===== config.mk =====
export PLATFORM = sky130hd
export DESIGN_NAME = bbpa_ctrl
export DESIGN_NICKNAME = d
export VERILOG_FILES = /design/src/rtl/bbpa_pkg.sv /design/src/rtl/bbpa_ctrl.sv
export SDC_FILE = /design/constraint.sdc
export NUM_CORES = 1
export LEC_CHECK = 0
export BUFFER_PORTS_ARGS = -buffer_cell sky130_fd_sc_hd__buf_2
export CORE_MARGIN = 2
export CORE_UTILIZATION = 50
export CTS_CLUSTER_SIZE = 40
export DETAILED_ROUTE_END_ITERATION = 12
export PLACE_DENSITY_LB_ADDON = 0.15
export SYNTH_ARGS = -nofsm -noshare
export SYNTH_HDL_FRONTEND = slang
export SYNTH_SLANG_ARGS = --single-unit

===== constraint.sdc =====
create_clock -name clock -period 3.7 [get_ports clock]
set_input_delay 0.37 -clock clock [delete_from_list [all_inputs] [get_ports clock]]
set_output_delay 0.37 -clock clock [all_outputs]
set_load 0.005 [all_outputs]

===== src/rtl/bbpa_pkg.sv =====
// shared types and constants for the block pool allocator
package bbpa_pkg;
   localparam int MAX_PAGES  = 16;
   localparam int MAX_BLOCKS = 256;
   localparam int PAGE_W     = $clog2(MAX_PAGES);
   localparam int BLK_W      = $clog2(MAX_BLOCKS);
   localparam int OPEN_W     = PAGE_W + 1;
   localparam int CNT_W      = BLK_W + 1;
   localparam int SEG_W      = 16;
   localparam int NSEG       = MAX_BLOCKS / SEG_W;
   localparam int SEG_IW     = $clog2(NSEG);

   localparam logic [1:0] ST_OK           = 2'd0;
   localparam logic [1:0] ST_FULL         = 2'd1;
   localparam logic [1:0] ST_NO_PAGE      = 2'd2;
   localparam logic [1:0] ST_ALREADY_FREE = 2'd3;

   localparam logic [1:0] CSR_BLOCK_BYTES = 2'd0;
   localparam logic [1:0] CSR_PAGE_BYTES  = 2'd1;
   localparam logic [1:0] CSR_BLOCKS      = 2'd2;
   localparam logic [1:0] CSR_BASE        = 2'd3;

   // controller to datapath
   typedef struct packed {
      logic load;        // capture request, reset page index to newest
      logic rd_page;     // read map row and count of page index
      logic seg_init;    // begin segment scan of the read row
      logic seg_step;    // examine next segment
      logic page_dec;    // move to older page
      logic open_page;   // open a new page, write row and count
      logic take_block;  // clear found bit, bump count
      logic off_calc;    // compute offset for current page
      logic div_init;    // start offset division
      logic div_step;    // one quotient bit
      logic give_block;  // set bit, drop count
      logic mul_init;    // start address multiply
      logic mul_step;    // one multiplier bit
      logic respond;     // drive result
      logic [1:0] rsp_status;
   } bbpa_cmd_type;

   // datapath to controller
   typedef struct packed {
      logic is_free;
      logic page_left;   // page index still points at an open page
      logic pool_full;
      logic seg_found;
      logic seg_done;
      logic in_page;
      logic div_done;
      logic blk_bad;     // block index out of map or already free
      logic mul_done;
   } bbpa_sts_type;
endpackage


===== src/rtl/bbpa_ctrl.sv =====
// controller state machine for the block pool allocator
module bbpa_ctrl
   import bbpa_pkg::*;
(
   input  logic         clock,
   input  logic         reset,
   input  logic         start,
   output logic         busy,
   input  bbpa_sts_type sts,
   output bbpa_cmd_type cmd
);
   localparam logic [3:0] S_IDLE  = 4'd0;
   localparam logic [3:0] S_DISP  = 4'd1;
   localparam logic [3:0] S_READ  = 4'd2;
   localparam logic [3:0] S_SCAN  = 4'd3;
   localparam logic [3:0] S_OPEN  = 4'd4;
   localparam logic [3:0] S_PMUL  = 4'd5;
   localparam logic [3:0] S_OFF   = 4'd6;
   localparam logic [3:0] S_CHK   = 4'd7;
   localparam logic [3:0] S_DIV   = 4'd8;
   localparam logic [3:0] S_GIVE  = 4'd9;
   localparam logic [3:0] S_RSP   = 4'd10;
   localparam logic [3:0] S_WAIT  = 4'd11;

   logic [3:0] state_ff, state_in;
   logic [1:0] st_ff, st_in;

   assign busy = state_ff != S_IDLE;

   always_comb begin
      cmd = '0;
      state_in = state_ff;
      st_in = st_ff;
      cmd.rsp_status = st_ff;
      unique case (state_ff)
         S_IDLE: begin
            if (start) begin
               cmd.load = 1'b1;
               state_in = S_DISP;
            end
         end
         S_DISP: begin
            priority if (!sts.page_left) begin
               if (sts.is_free) begin
                  st_in = ST_NO_PAGE;
                  state_in = S_RSP;
               end else if (sts.pool_full) begin
                  st_in = ST_FULL;
                  state_in = S_RSP;
               end else begin
                  state_in = S_OPEN;
               end
            end else begin
               cmd.rd_page = 1'b1;
               cmd.mul_init = 1'b1;
               state_in = S_READ;
            end
         end
         S_OPEN: begin
            cmd.open_page = 1'b1;
            st_in = ST_OK;
            state_in = S_WAIT;
         end
         S_WAIT: begin
            cmd.mul_init = 1'b1;
            state_in = S_PMUL;
         end
         S_READ: begin
            cmd.seg_init = 1'b1;
            state_in = S_PMUL;
         end
         S_PMUL: begin
            if (sts.mul_done) begin
               // status is already ok only when a page has just been opened
               priority if (sts.is_free) begin
                  state_in = S_OFF;
               end else if (st_ff == ST_OK) begin
                  state_in = S_RSP;
               end else begin
                  state_in = S_SCAN;
               end
            end else begin
               cmd.mul_step = 1'b1;
            end
         end
         S_SCAN: begin
            priority if (sts.seg_found) begin
               cmd.take_block = 1'b1;
               st_in = ST_OK;
               state_in = S_RSP;
            end else if (sts.seg_done) begin
               cmd.page_dec = 1'b1;
               state_in = S_DISP;
            end else begin
               cmd.seg_step = 1'b1;
            end
         end
         S_OFF: begin
            cmd.off_calc = 1'b1;
            state_in = S_CHK;
         end
         S_CHK: begin
            if (sts.in_page) begin
               cmd.div_init = 1'b1;
               state_in = S_DIV;
            end else begin
               cmd.page_dec = 1'b1;
               state_in = S_DISP;
            end
         end
         S_DIV: begin
            if (sts.div_done) begin
               state_in = S_GIVE;
            end else begin
               cmd.div_step = 1'b1;
            end
         end
         S_GIVE: begin
            if (sts.blk_bad) begin
               st_in = ST_ALREADY_FREE;
            end else begin
               cmd.give_block = 1'b1;
               st_in = ST_OK;
            end
            state_in = S_RSP;
         end
         S_RSP: begin
            cmd.respond = 1'b1;
            state_in = S_IDLE;
         end
         default: state_in = S_IDLE;
      endcase
   end

   always_ff @(posedge clock) begin
      if (reset) begin
         state_ff <= S_IDLE;
         st_ff    <= ST_OK;
      end else begin
         state_ff <= state_in;
         st_ff    <= (state_ff == S_IDLE) ? ST_FULL : st_in;
      end
   end
endmodule


Word level (Yosys, flattened, before mapping)

Cells that the tools add are included.

Register bits after elaboration: 6
Bits of input ports: 12
Output and inout port bits: 17

Equal/unequal tests: 21
Multiplexer cells: 44
Reductions and logical operators: 10

Operator list:

| cell                                          | number |
|---|---|
| 2-to-1 mux 4 bit                              | 11 |
| case mux 4 bit (10 select lines)              | 1 |
| 2-to-1 mux 1 bit                              | 23 |
| == test 4 x 3 -> 1 bit, second input constant | 4 |
| == test 4 bit, second input constant          | 4 |
| 2-to-1 mux 2 bit                              | 6 |
| != test 3 bit, second input constant          | 4 |
| AND reduction 4 bit                           | 3 |
| != test 2 bit, second input constant          | 5 |
| == test 4 x 2 -> 1 bit, second input constant | 2 |
| case mux 2 bit (4 select lines)               | 1 |
| nonzero test 4 bit                            | 2 |
| nonzero test 5 bit                            | 1 |
| == test 4 x 1 -> 1 bit, second input constant | 1 |
| logical NOT 4 bit                             | 1 |
| != test 4 bit, second input constant          | 1 |
| case mux 1 bit (2 select lines)               | 2 |
| OR reduction 2 bit                            | 2 |
| logical NOT 2 bit                             | 1 |

Logic depth before layout (Yosys ltp)

Depth after elaboration: 5
Gate-level depth with buffers: 7

Worst setup path before layout

OpenSTA, ideal clock, no wires.

Path type: register -> output
Start point: register state_ff[3]
End point: output cmd[3] (netlist bit)
Data arrival time: 1.054 ns
Setup slack: 2.276 ns
Cell stages (with the launch flop): 5
Buffers on the path: 1
Cell sequence: dfxtp_1 > buf_6 > nand4bb_1 > or2_2 > inv_1

RTL lines:

| what                   | RTL line         | RTL |
|---|---|---|
| from (decl)            | bbpa_ctrl.sv:25  | `logic [3:0] state_ff, state_in;` |
| from (signal assigned) | bbpa_ctrl.sv:140 | `state_ff <= state_in;` |
| to (decl)              | bbpa_ctrl.sv:10  | `output bbpa_cmd_type cmd` |

==> results.md <==
* Run status: completed
* P per Cell Area at 519 nW/um^2
* Type of the most critical hold path: in2reg
* EDFF count, synth at 0
* Worst Hold Launch: reset
* First-pass GRT wire length at 3.24 mm
* Layout cells sized above 1 at 32.1%
* Syn Inst Count at 110
* # diodes at 0
* Most frequent cells in the layout: buf_2, a21oi_1, nor3_1, nor2_1, nand2_1
* DR pass1 iterations at 4
* Hold buffers post-CTS at 0
* Worst reg-to-reg path cell count at 5
* Synth area leaders: dfxtp_1, a21oi_1, nor3_1
* Die area at 1880 um^2
* Clk sink count at 6
* Max VDD drop at 293 uV
* Mean post-synth cell area at 7.05 um^2
* Reg2reg setup slack at 1.85 ns
* Ys flop type: dfxtp_1
* Netlist cell types at 44
* Clk pin slew, worst setup/hold paths at 0.05 ns
* Layout area overhead at 13.2%
* Final Hold Fails at 0
* Grt ovf at 0
* Crit path required time at 3.33 ns
* Final Setup Violations at 0
* Dpl hpwl at 1.54 mm
* Via density per instance at 6.01
* Layout net count at 145
* Crit end category: output port
* Final period util at 59.4%
* Row count at 14
* Asr flop ratio synth at 0%
* Most common cell after layout, fill and taps aside: buf_2
* Hold endpoint: state_ff[2]
* DRC Markers at 0
* RSZ-0062 raised after global routing: false
* GP Congestion at 0.857
* DRT Wirelength at 1.98 mm
* Starting Density at 52.7%
* Clock Latency Late Sink at 0.24 ns
* CTS resizes at 0
* Final TNS setup at 0 ns
* #FFs+latches synth at 6
* Top Ports at 29
* R2R Path End: state_ff[3]
* GRT Total Usage at 22.3%
* CTS tree: yes
* WS Path Type: reg2out
* Max Slew Vio Count at 0
* Largest net degree at the start of global routing at 21
* Reg-to-reg startpoint: state_ff[2]
* Initial antenna violation count at 0
* Sequential-to-total area share from yosys stat at 15.5%
* Cts bufs inserted at 3
* Hold depth at 2
* Die width at 43.4 um
* Most area-hungry cell type in the Yosys netlist: dfxtp_1
* Worst Path Max Fanout at 20
* Chip Height at 43.4 um
* IO buf count at 28
* F_max at 455 MHz
* Wire per inst at 13.5 um
* H-tree level count at 1
* DR iter-0 viols at 38
* Vias at 884
* Tot Pwr at 456 uW
* CTS Root Cell: clkbuf_4
* Worst slew pin tran at 0.697 ns
* Critical path arrival at 1.83 ns
* Worst slew margin at 53.4%
* ANT nets after route at 0
* Post-synth top area share at 15.5%
* Worst Skew at 0.00271 ns
* Synth warnings at 0
* Vias in the first global route at 711
* Leak at 0.000368 uW
* CTS max path bufs at 2
* Fillers at 158
* CP startpoint kind: flip-flop
* Synthesized area at 776 um^2
* Synth Net Count at 122
* Core area at 1470 um^2
* Post-CTS Setup Bufs at 0
* Min Tclk post-route at 2.20 ns
* Max-cap violations at 0
==> worst max path at each step <==
stage | from | to | depth (start not counted)
after floorplan | state_ff[3] | cmd[3] | 4
after global placement | state_ff[0] | cmd[3] | 4
after detailed placement | state_ff[0] | cmd[3] | 4
after CTS | state_ff[0] | cmd[3] | 4
after global routing | state_ff[2] | cmd[3] | 4
final | state_ff[0] | cmd[3] | 4
==> metal layers <==
| layer | track usage (%) | routed length (um) | vias up |
|---|---|---|---|
| met5 | 0 | 0 | - |
| met4 | 3.64 | 17 | 0 |
| met3 | 5.42 | 123 | 2 |
| met2 | 34.0 | 906 | 43 |
| met1 | 32.5 | 935 | 392 |
| li1 | - | - | 447 |
==> per-stage QoR <==
stage	area [um^2]	utilization [%]	worst slack [ns]	cells	hold WS (ns)
after floorplan	776	-	2.28	110	0.439
after CTS	878	59.7	1.51	147	0.372
after global routing	878	59.7	1.35	147	0.387
after detailed placement	856	58.2	1.78	144	0.471
final	878	59.7	1.50	147	0.377
after global placement	856	58.2	1.82	144	0.462
==> cell usage after synthesis, types with 2 or more instances <==
| library cell | instances |
|---|---|
| o22ai_1 | 2 |
| nor4_1 | 3 |
| buf_2 | 4 |
| nand2b_1 | 2 |
| buf_4 | 2 |
| nor3_1 | 10 |
| a21oi_1 | 11 |
| o32ai_1 | 2 |
| a21boi_0 | 2 |
| buf_6 | 4 |
| o21ai_0 | 2 |
| inv_2 | 2 |
| o21ai_1 | 4 |
| inv_1 | 6 |
| nand2_1 | 9 |
| nor3_2 | 2 |
| or2_1 | 2 |
| nor2_1 | 10 |
| dfxtp_1 | 6 |
==> critical path: stages, from the launching register on <==
cell and delay [ns]:
dfxtp_1 0.76, nand4bb_1 0.30, or2_2 0.36, inv_1 0.05, buf_2 0.10
==> flip-flops by register name, summed over array words and instances (netlist names) <==
| signal | count |
|---|---|
| state_ff | 4 |
| st_ff | 2 |
==> cell families (layout without fill, tap and decap cells) <==
family,Yosys count,count (layout),share of synthesized area [%]
DFF,6,6,15.5
buffers and inverters,18,39,14.2
muxes,1,1,1.29
AOI/OAI and AO/OA,36,36,33.2
and+or+nand+nor,49,49,35.8
==> where the power goes <==
part,switching [uW],internal [uW]
clock,23.0,36.7
combinational,137,114
sequential,63.2,82.4
total,223,233
==> layout make-up <==
type	instances	area, um^2	share of cell area (%)
Inverter	8	30.0	3.42
Clock buffer	3	22.5	2.56
Sequential cell	6	120	13.7
Tap cell	16	20.0	2.28
Timing Repair Buffer	28	140	16.0
Multi-Input combinational cell	86	546	62.1
Note: power is estimated with default switching activity, not from simulation.
